==> src/design/stq_pkg.sv <==
// ----------------------------------------------------------------------------
// stq_pkg
// Shared types and codes of the sleep timer queue.
// ----------------------------------------------------------------------------
`default_nettype none

package stq_pkg;

    localparam int QUEUE_DEPTH_DEF = 16;

    // A tick wakes at most this many sleepers.
    localparam int MAX_WAKE = 16;

    localparam logic [1:0] OP_ADD    = 2'd0;
    localparam logic [1:0] OP_TICK   = 2'd1;
    localparam logic [1:0] OP_CANCEL = 2'd2;

    localparam logic [2:0] K_ADDED     = 3'd0;
    localparam logic [2:0] K_FULL      = 3'd1;
    localparam logic [2:0] K_WOKEN     = 3'd2;
    localparam logic [2:0] K_CANCELLED = 3'd3;
    localparam logic [2:0] K_NOT_FOUND = 3'd4;
    localparam logic [2:0] K_NOTHING   = 3'd5;

    localparam logic [63:0] TIME_NEVER = '1;

    typedef struct packed {
        logic [63:0] wake_time;
        logic [7:0]  sleeper;
    } entry_t;

endpackage

`default_nettype wire

==> src/design/stq_ram.sv <==
// ----------------------------------------------------------------------------
// stq_ram
// Generic single-write, single-read memory with a registered read port.
// ----------------------------------------------------------------------------
`default_nettype none

module stq_ram #(
    parameter int WIDTH = 8,
    parameter int DEPTH = 16
) (
    input  logic                     clk,
    input  logic                     we,
    input  logic [$clog2(DEPTH)-1:0] waddr,
    input  logic [WIDTH-1:0]         wdata,
    input  logic                     re,
    input  logic [$clog2(DEPTH)-1:0] raddr,
    output logic [WIDTH-1:0]         rdata
);

    logic [WIDTH-1:0] mem [DEPTH];

    // Read data holds while the read enable is low.
    always_ff @(posedge clk)
    begin
        if (we)
        begin
            mem[waddr] <= wdata;
        end
        if (re)
        begin
            rdata <= mem[raddr];
        end
    end

endmodule

`default_nettype wire

==> src/design/sleep_timer_queue.sv <==
// ----------------------------------------------------------------------------
// sleep_timer_queue
// Queue of sleeping tasks kept in wake-time order behind its own tick count.
// ----------------------------------------------------------------------------
// Usage. One input channel (in_valid / in_ready) carries a command word:
// operation 0 adds task_id to wake at now + wake_delay (saturating, placed
// after equal wake times), 1 advances time by one tick and wakes every due
// task (at most sixteen per tick, earliest first), 2 cancels the earliest
// queued entry with task_id. The output channel (out_valid / out_ready)
// returns one word per result: kind, woken_task, next_wake_time (earliest
// wake time left after the whole command, all ones when empty) and last,
// which marks the final word of a command. Add, cancel and every other
// command give one word; a tick gives one word per woken task, or one
// "nothing due" word.
// Timing. The queue lives in one memory with one read and one write port
// and a registered read, so every command walks the entries one a cycle
// while the output is not stalled. An add walks down from the tail to
// the insertion point, a cancel searches from the head, and a tick counts
// the due entries, re-reads them to send and then shifts the rest down.
// One command is in work at a time; in_ready returns once it has finished.
// Reset empties the queue and sets the time to zero; no memory sweep is
// needed. A stalled receiver holds the output word in its register and
// the sequencer waits in place until the word is taken; a new command may
// be taken while the last word of the previous one is still waiting.
// ----------------------------------------------------------------------------
`default_nettype none

module sleep_timer_queue #(
    parameter int QUEUE_DEPTH = stq_pkg::QUEUE_DEPTH_DEF
) (
    input  logic        clk,
    input  logic        rst_n,

    input  logic        in_valid,
    output logic        in_ready,
    input  logic [1:0]  operation,
    input  logic [7:0]  task_id,
    input  logic [31:0] wake_delay,

    output logic        out_valid,
    input  logic        out_ready,
    output logic [2:0]  kind,
    output logic [7:0]  woken_task,
    output logic [63:0] next_wake_time,
    output logic        last
);

    import stq_pkg::*;

    localparam int IDX_W    = $clog2(QUEUE_DEPTH);
    localparam int CNT_W    = $clog2(QUEUE_DEPTH + 1);
    localparam int WAKE_LIM = (QUEUE_DEPTH < MAX_WAKE) ? QUEUE_DEPTH : MAX_WAKE;
    localparam logic [CNT_W-1:0] WAKE_LIM_C = CNT_W'(WAKE_LIM);
    localparam logic [CNT_W-1:0] DEPTH_C    = CNT_W'(QUEUE_DEPTH);

    // The sequencer steps through the memory one entry a cycle unless the output
    // stalls. Scan states see in rd the cur_reg entry, read in the cycle before.
    typedef enum logic [3:0] {
        S_IDLE,
        S_ADD_SCAN,     // walk down from the tail, moving later entries up
        S_ADD_PUT,      // new entry goes to the head
        S_TICK_SCAN,    // count the due entries from the head
        S_TICK_PEEK,    // fetch the wake time after the last woken entry
        S_TICK_EMIT,    // re-read and send the woken entries
        S_SHIFT,        // close the gap left by woken or cancelled entries
        S_CAN_SCAN,     // search the id from the head
        S_RESULT        // send the single result word
    } state_t;

    state_t             state_reg;
    logic [CNT_W-1:0]   count_reg;
    logic [63:0]        now_reg;
    logic [63:0]        head_reg;      // wake time of entry 0, all ones if empty
    logic [IDX_W-1:0]   cur_reg;
    logic [CNT_W-1:0]   k_reg;         // entries removed (woken from the front, or one cancelled)
    logic [63:0]        t_reg;
    logic [7:0]         id_reg;
    logic [1:0]         op_reg;
    logic [63:0]        next_reg;
    logic [2:0]         res_kind_reg;

    logic               out_valid_reg;
    logic [2:0]         kind_reg;
    logic [7:0]         woken_reg;
    logic [63:0]        next_out_reg;
    logic               last_reg;

    logic               ram_we;
    logic [IDX_W-1:0]   ram_waddr;
    entry_t             ram_wdata;
    logic               ram_re;
    logic [IDX_W-1:0]   ram_raddr;
    entry_t             rd;

    logic               accept;
    logic               out_free;
    logic               word_load;
    logic [CNT_W-1:0]   cur_ext;
    logic [CNT_W-1:0]   cur_inc;
    logic [IDX_W-1:0]   shift_dst;
    logic [64:0]        sum;
    logic [63:0]        t_new;
    logic [63:0]        now_inc;
    logic               due;
    entry_t             new_entry;

    stq_ram #(
        .WIDTH ($bits(entry_t)),
        .DEPTH (QUEUE_DEPTH)
    ) u_ram (
        .clk   (clk),
        .we    (ram_we),
        .waddr (ram_waddr),
        .wdata (ram_wdata),
        .re    (ram_re),
        .raddr (ram_raddr),
        .rdata (rd)
    );

    assign in_ready       = (state_reg == S_IDLE);
    assign accept         = in_valid && in_ready;
    assign out_free       = !out_valid_reg || out_ready;

    // A new word enters the output register in this cycle.
    assign word_load      = out_free &&
                            (state_reg == S_TICK_EMIT || state_reg == S_RESULT);

    assign out_valid      = out_valid_reg;
    assign kind           = kind_reg;
    assign woken_task     = woken_reg;
    assign next_wake_time = next_out_reg;
    assign last           = last_reg;

    assign cur_ext   = CNT_W'(cur_reg);
    assign cur_inc   = cur_ext + CNT_W'(1);
    assign shift_dst = IDX_W'(cur_ext - k_reg);

    // Wake time of an add saturates at the end of time.
    assign sum       = {1'b0, now_reg} + {33'b0, wake_delay};
    assign t_new     = sum[64] ? TIME_NEVER : sum[63:0];
    assign now_inc   = (now_reg == TIME_NEVER) ? now_reg : now_reg + 64'd1;
    assign due       = (rd.wake_time <= now_reg);
    assign new_entry = '{wake_time: t_reg, sleeper: id_reg};

    // Memory port control. A write and a read never hit the same entry in
    // one cycle: the walks always read ahead of the entry they write.
    always_comb
    begin
        ram_we    = 1'b0;
        ram_waddr = '0;
        ram_wdata = rd;
        ram_re    = 1'b0;
        ram_raddr = cur_reg;
        unique case (state_reg)
            S_IDLE:
            begin
                if (accept && count_reg != '0)
                begin
                    if (operation == OP_ADD && count_reg != DEPTH_C)
                    begin
                        ram_re    = 1'b1;
                        ram_raddr = IDX_W'(count_reg - CNT_W'(1));
                    end
                    else if (operation == OP_TICK || operation == OP_CANCEL)
                    begin
                        ram_re    = 1'b1;
                        ram_raddr = '0;
                    end
                end
            end
            S_ADD_SCAN:
            begin
                ram_we    = 1'b1;
                ram_waddr = cur_inc[IDX_W-1:0];
                if (rd.wake_time > t_reg)
                begin
                    ram_wdata = rd;
                    if (cur_reg != '0)
                    begin
                        ram_re    = 1'b1;
                        ram_raddr = cur_reg - IDX_W'(1);
                    end
                end
                else
                begin
                    ram_wdata = new_entry;
                end
            end
            S_ADD_PUT:
            begin
                ram_we    = 1'b1;
                ram_waddr = '0;
                ram_wdata = new_entry;
            end
            S_TICK_SCAN:
            begin
                if (due && cur_inc != count_reg)
                begin
                    ram_re    = 1'b1;
                    ram_raddr = cur_inc[IDX_W-1:0];
                end
                else if (due || cur_reg != '0)
                begin
                    // Stopping with tasks to wake: start the re-read at the head.
                    ram_re    = 1'b1;
                    ram_raddr = '0;
                end
            end
            S_TICK_PEEK:
            begin
                ram_re    = 1'b1;
                ram_raddr = '0;
            end
            S_TICK_EMIT:
            begin
                if (out_free)
                begin
                    if (cur_inc != k_reg)
                    begin
                        ram_re    = 1'b1;
                        ram_raddr = cur_inc[IDX_W-1:0];
                    end
                    else if (k_reg != count_reg)
                    begin
                        ram_re    = 1'b1;
                        ram_raddr = k_reg[IDX_W-1:0];
                    end
                end
            end
            S_SHIFT:
            begin
                ram_we    = 1'b1;
                ram_waddr = shift_dst;
                ram_wdata = rd;
                if (cur_inc != count_reg)
                begin
                    ram_re    = 1'b1;
                    ram_raddr = cur_inc[IDX_W-1:0];
                end
            end
            S_CAN_SCAN:
            begin
                if (cur_inc != count_reg)
                begin
                    ram_re    = 1'b1;
                    ram_raddr = cur_inc[IDX_W-1:0];
                end
            end
            S_RESULT:
            begin
                ram_re = 1'b0;
            end
            default:
            begin
                ram_re = 1'b0;
            end
        endcase
    end

    always_ff @(posedge clk or negedge rst_n)
    begin
        if (!rst_n)
        begin
            state_reg     <= S_IDLE;
            count_reg     <= '0;
            now_reg       <= '0;
            head_reg      <= TIME_NEVER;
            cur_reg       <= '0;
            k_reg         <= '0;
            t_reg         <= '0;
            id_reg        <= '0;
            op_reg        <= OP_ADD;
            next_reg      <= TIME_NEVER;
            res_kind_reg  <= K_NOTHING;
            out_valid_reg <= 1'b0;
            kind_reg      <= K_NOTHING;
            woken_reg     <= '0;
            next_out_reg  <= TIME_NEVER;
            last_reg      <= 1'b0;
        end
        else
        begin
            if (out_valid_reg && out_ready && !word_load)
            begin
                out_valid_reg <= 1'b0;
            end

            unique case (state_reg)
                S_IDLE:
                begin
                    if (accept)
                    begin
                        op_reg <= operation;
                        t_reg  <= t_new;
                        id_reg <= (operation == OP_ADD || operation == OP_CANCEL)
                                  ? task_id : 8'd0;
                        unique case (operation)
                            OP_ADD:
                            begin
                                if (count_reg == DEPTH_C)
                                begin
                                    res_kind_reg <= K_FULL;
                                    state_reg    <= S_RESULT;
                                end
                                else if (count_reg == '0)
                                begin
                                    state_reg <= S_ADD_PUT;
                                end
                                else
                                begin
                                    cur_reg   <= IDX_W'(count_reg - CNT_W'(1));
                                    state_reg <= S_ADD_SCAN;
                                end
                            end
                            OP_TICK:
                            begin
                                now_reg <= now_inc;
                                if (count_reg == '0)
                                begin
                                    res_kind_reg <= K_NOTHING;
                                    state_reg    <= S_RESULT;
                                end
                                else
                                begin
                                    cur_reg   <= '0;
                                    state_reg <= S_TICK_SCAN;
                                end
                            end
                            OP_CANCEL:
                            begin
                                if (count_reg == '0)
                                begin
                                    res_kind_reg <= K_NOT_FOUND;
                                    state_reg    <= S_RESULT;
                                end
                                else
                                begin
                                    cur_reg   <= '0;
                                    state_reg <= S_CAN_SCAN;
                                end
                            end
                            default:
                            begin
                                res_kind_reg <= K_NOTHING;
                                state_reg    <= S_RESULT;
                            end
                        endcase
                    end
                end

                S_ADD_SCAN:
                begin
                    if (rd.wake_time > t_reg)
                    begin
                        if (cur_reg == '0)
                        begin
                            state_reg <= S_ADD_PUT;
                        end
                        else
                        begin
                            cur_reg <= cur_reg - IDX_W'(1);
                        end
                    end
                    else
                    begin
                        count_reg    <= count_reg + CNT_W'(1);
                        res_kind_reg <= K_ADDED;
                        state_reg    <= S_RESULT;
                    end
                end

                S_ADD_PUT:
                begin
                    head_reg     <= t_reg;
                    count_reg    <= count_reg + CNT_W'(1);
                    res_kind_reg <= K_ADDED;
                    state_reg    <= S_RESULT;
                end

                S_TICK_SCAN:
                begin
                    if (due)
                    begin
                        if (cur_inc == count_reg)
                        begin
                            k_reg     <= count_reg;
                            next_reg  <= TIME_NEVER;
                            cur_reg   <= '0;
                            state_reg <= S_TICK_EMIT;
                        end
                        else if (cur_inc == WAKE_LIM_C)
                        begin
                            k_reg     <= cur_inc;
                            cur_reg   <= cur_inc[IDX_W-1:0];
                            state_reg <= S_TICK_PEEK;
                        end
                        else
                        begin
                            cur_reg <= cur_inc[IDX_W-1:0];
                        end
                    end
                    else if (cur_reg == '0)
                    begin
                        res_kind_reg <= K_NOTHING;
                        state_reg    <= S_RESULT;
                    end
                    else
                    begin
                        k_reg     <= cur_ext;
                        next_reg  <= rd.wake_time;
                        cur_reg   <= '0;
                        state_reg <= S_TICK_EMIT;
                    end
                end

                S_TICK_PEEK:
                begin
                    next_reg  <= rd.wake_time;
                    cur_reg   <= '0;
                    state_reg <= S_TICK_EMIT;
                end

                S_TICK_EMIT:
                begin
                    if (out_free)
                    begin
                        out_valid_reg <= 1'b1;
                        kind_reg      <= K_WOKEN;
                        woken_reg     <= rd.sleeper;
                        next_out_reg  <= next_reg;
                        last_reg      <= (cur_inc == k_reg);
                        if (cur_inc == k_reg)
                        begin
                            if (k_reg == count_reg)
                            begin
                                count_reg <= '0;
                                head_reg  <= TIME_NEVER;
                                state_reg <= S_IDLE;
                            end
                            else
                            begin
                                cur_reg   <= k_reg[IDX_W-1:0];
                                state_reg <= S_SHIFT;
                            end
                        end
                        else
                        begin
                            cur_reg <= cur_inc[IDX_W-1:0];
                        end
                    end
                end

                S_SHIFT:
                begin
                    if (shift_dst == '0)
                    begin
                        head_reg <= rd.wake_time;
                    end
                    if (cur_inc == count_reg)
                    begin
                        count_reg <= count_reg - k_reg;
                        state_reg <= (op_reg == OP_TICK) ? S_IDLE : S_RESULT;
                    end
                    else
                    begin
                        cur_reg <= cur_inc[IDX_W-1:0];
                    end
                end

                S_CAN_SCAN:
                begin
                    if (rd.sleeper == id_reg)
                    begin
                        res_kind_reg <= K_CANCELLED;
                        if (cur_inc == count_reg)
                        begin
                            // Last entry removed: nothing to close up.
                            count_reg <= count_reg - CNT_W'(1);
                            if (count_reg == CNT_W'(1))
                            begin
                                head_reg <= TIME_NEVER;
                            end
                            state_reg <= S_RESULT;
                        end
                        else
                        begin
                            k_reg     <= CNT_W'(1);
                            cur_reg   <= cur_inc[IDX_W-1:0];
                            state_reg <= S_SHIFT;
                        end
                    end
                    else if (cur_inc == count_reg)
                    begin
                        res_kind_reg <= K_NOT_FOUND;
                        state_reg    <= S_RESULT;
                    end
                    else
                    begin
                        cur_reg <= cur_inc[IDX_W-1:0];
                    end
                end

                S_RESULT:
                begin
                    if (out_free)
                    begin
                        out_valid_reg <= 1'b1;
                        kind_reg      <= res_kind_reg;
                        woken_reg     <= id_reg;
                        next_out_reg  <= head_reg;
                        last_reg      <= 1'b1;
                        state_reg     <= S_IDLE;
                    end
                end

                default:
                begin
                    state_reg <= S_IDLE;
                end
            endcase
        end
    end

endmodule

`default_nettype wire

==> config.mk <==
export PLATFORM = sky130hd
export DESIGN_NAME = sleep_timer_queue
export DESIGN_NICKNAME = d
export VERILOG_FILES = /design/src/design/stq_pkg.sv /design/src/design/stq_ram.sv /design/src/design/sleep_timer_queue.sv
export SDC_FILE = /design/constraint.sdc
export NUM_CORES = 2
export LEC_CHECK = 0
export BUFFER_PORTS_ARGS = -buffer_cell sky130_fd_sc_hd__buf_2
export CORE_UTILIZATION = 50
export CTS_BUF_LIST = sky130_fd_sc_hd__clkbuf_16
export DETAILED_ROUTE_END_ITERATION = 7
export PLACE_DENSITY_LB_ADDON = 0.15
export SLEW_MARGIN = 10
export SYNTH_ARGS = -nofsm -noshare
export SYNTH_HDL_FRONTEND = slang
export SYNTH_SLANG_ARGS = --single-unit
==> constraint.sdc <==
create_clock -name clk -period 5.9 [get_ports clk]
set_input_delay 0.295 -clock clk [delete_from_list [all_inputs] [get_ports clk]]
set_output_delay 0.295 -clock clk [all_outputs]
set_load 0.05 [all_outputs]
==> impl_results.md <==
- Status: complete, no violations
- Post-synth cell types: 86
- Synthesized area per cell: 13.5 um^2
- Vias in the first global route: 47100
- First-pass GRT wire length: 318000 um
- Netlist Area Pre-Place: 71600 um^2
- RSZ-0062 raised after global routing: no
- RR Startpoint: u_ram.rdata[43]
- Clk pin slew, worst setup/hold paths: 0.06 ns
- Max_cap viols: 0
- Fillers: 11300
- Die Footprint: 145000 um^2
- Core area: between 100000 and 150000 um^2
- PostCTS Resize Cnt: 0
- Final Cycle Share: 0.982
- Synth async-reset ratio: 0.229
- DRC Markers: 0
- Post-CTS Setup Inserts: 0
- Placed cell count: 7204
- Clock Latency Late Sink: 0.81 ns
- Worst setup EP type: flop
- Worst reg2reg path endpoint: u_ram.rdata[21]
- Hold Crit Class: input port to flop
- Yosys reg bits: ~1600
- Startpoint Class: flop
- I/O pin count: 124
- Fmax: 173 MHz
- Seq/Total Area, Yosys: 0.644
- GRT Util Overall: 0.296
- Pins Over Slew Limit: 0
- Port bufs: 123
- Starting Density: 0.505
- Tmin final: about 5.8 ns
- Via/cell ratio: approximately 6.4
- Post-synth EDFFs: 1224
- CTS Root Cell: clkbuf_16
- CTS buffer count: 165
- H-tree levels: 4
- Worst Reg-to-Reg Cells: 16
- Die H: 380 um
- CP startpoint: u_ram.rdata[43]
- Worst Tran Pin Value: ~1.2 ns
- Most frequent cell after synthesis: edfxtp_1
- Post-synth top area share: 0.513
- Max FO, Critical Path: 17
- Arr. time, crit path: 6.41 ns
- Syn nets: 5548
- Reg with most FFs: u_ram.mem
- HPWL Detailed: 132000 um
- Row cnt: 138
- # setup viols final: 0
- CTS tree: built
- Reg2reg setup slack: 0.11 ns
- Initial antenna violation count: 4
- RePlAce Congestion: 0.970
- Largest regs: u_ram.mem: 1152 flops, u_ram.rdata: 72 flops
- DR WL/cell: 28.5 um
- Crit path to: u_ram.rdata[21]
- 1st-iter DRT viols: 5596
- CTS Buffer Depth: 3
- Total gr overflow: 0
- Cell taking the most area after synthesis: edfxtp_1
- Top post-synthesis cells by area: edfxtp_1, dfstp_2, dfrtp_1
- # nets final: 5724
- Synthesis-to-layout area growth: 13.5%
- DR vias: between 40000 and 50000
- Cells after synthesis: approximately 5300
- Max FFs per register: 1152
- Final instance area: 81300 um^2
- Clock sinks: roughly 1600
- Crit Path Class: flop to flop
- Largest net degree at the start of global routing: 145
- Final Util: 0.573
- Share of layout cells above drive strength 1: 0.198
- Ys Warns: 0
- Routed WL: around 210000 um
- Drt pass-1 iters: 7
- Final Hold Viols: 0
- Worst slew margin: 0.194
- Predominant post-synthesis flop cell: edfxtp_1
- Clk_skew: 0.0338 ns
- Post-synth top cells: edfxtp_1, o21ai_0, nand2_1, clkbuf_1, a2111oi_0
- DRT antenna net count: 0
- Final setup TNS: 0 ns
- Area after DPL: 76100 um^2
- Crit path required time: around 6.5 ns
- Finished Layout Cells: between 7000 and 8000
- Horiz. Die Dim: 380 um
cells by family (layout without fill, tap and decap cells):
| group | count (synthesis) | count (layout) | share of synthesized area |
|---|---|---|---|
| flip-flops | 1588 | 1588 | 0.644 |
| AO/OA/AOI/OAI | 1308 | 1308 | 0.119 |
| AND/OR/NAND/NOR | 1189 | 1189 | 0.0762 |
| buffers and inverters | 544 | 856 | 0.0311 |
| multiplexers | 364 | 364 | 0.0801 |
| adder cells (fa/ha/maj) | 184 | 184 | 0.0325 |
| XOR/XNOR | 141 | 141 | 0.0173 |
| other | 0 | 2 | 0 |
stage by stage:
stage	setup WS (ns)	hold WS, ns
global placement	0.293	0.445
global route	0.0569	0.0752
detailed placement	0.257	0.446
finish	0.106	0.0705
floorplan	0.147	-0.000591
CTS	0.208	0.0166
what timing repair did:
item / CTS / global route
hold endpoints to repair: 82 / 0
endpoints found under the setup margin: 0 / 0
hold buffers: 13 / 0
worst min-delay path by stage:
stage                        start      endpoint  slack (ns)  depth (start not counted)
finish              wake_delay[31]     t_reg[31]        0.07                          4
global route        wake_delay[31]     t_reg[31]        0.08                          4
CTS                 wake_delay[31]     t_reg[31]        0.02                          4
detailed placement           rst_n   now_reg[13]        0.45                          1
global placement             rst_n   now_reg[13]        0.44                          1
floorplan                    rst_n  count_reg[0]     -0.0006                          0
worst max-delay path, stage by stage (launching register included):
cell and delay (ns):
edfxtp_1 0.60, ha_1 0.42, nand4_1 0.15, nor4_1 0.62, buf_4 0.26, nand4_1 0.21
a41oi_1 0.35, buf_4 0.18, a211oi_1 0.10, a2111oi_1 0.41, buf_4 0.22, o21ai_4 0.10
nand2_8 0.15, nor3b_4 0.96, buf_4 0.44, a2111oi_0 0.16, nand2_1 0.24
cell usage in the layout, fill, tap and decap left out, drive strengths merged, types with 168 or more instances in the layout:
| cell | n |
|---|---|
| ha | 181 |
| a21oi | 183 |
| edfxtp | 1224 |
| dfrtp | 168 |
| buf | 369 |
| inv | 221 |
| dfstp | 196 |
| nand2 | 371 |
| a2111oi | 293 |
| nor2 | 289 |
| clkbuf | 168 |
| o21ai | 516 |
| nand3 | 282 |
layout make-up:
cell class,instances,area [um^2],area share
antenna,2,5.00,0.0000616
clock inverter,135,866,0.0107
sequential,1588,46100,0.567
clock buffer,168,4200,0.0517
inverter,171,642,0.00790
multi-input combinational,3186,23600,0.291
tap,1890,2360,0.0291
timing repair buffer,382,3470,0.0426
metal layers:
metal	part of all wire	routed length (um)	track usage
met3	0.10	21800	0.0650
met1	0.43	91500	0.435
met2	0.45	95900	0.442
met5	0	0	0
met4	0.026	5490	0.0854
Power is not shown: default switching activity piles up to over one toggle a cycle in this logic, so the estimate is an artifact.
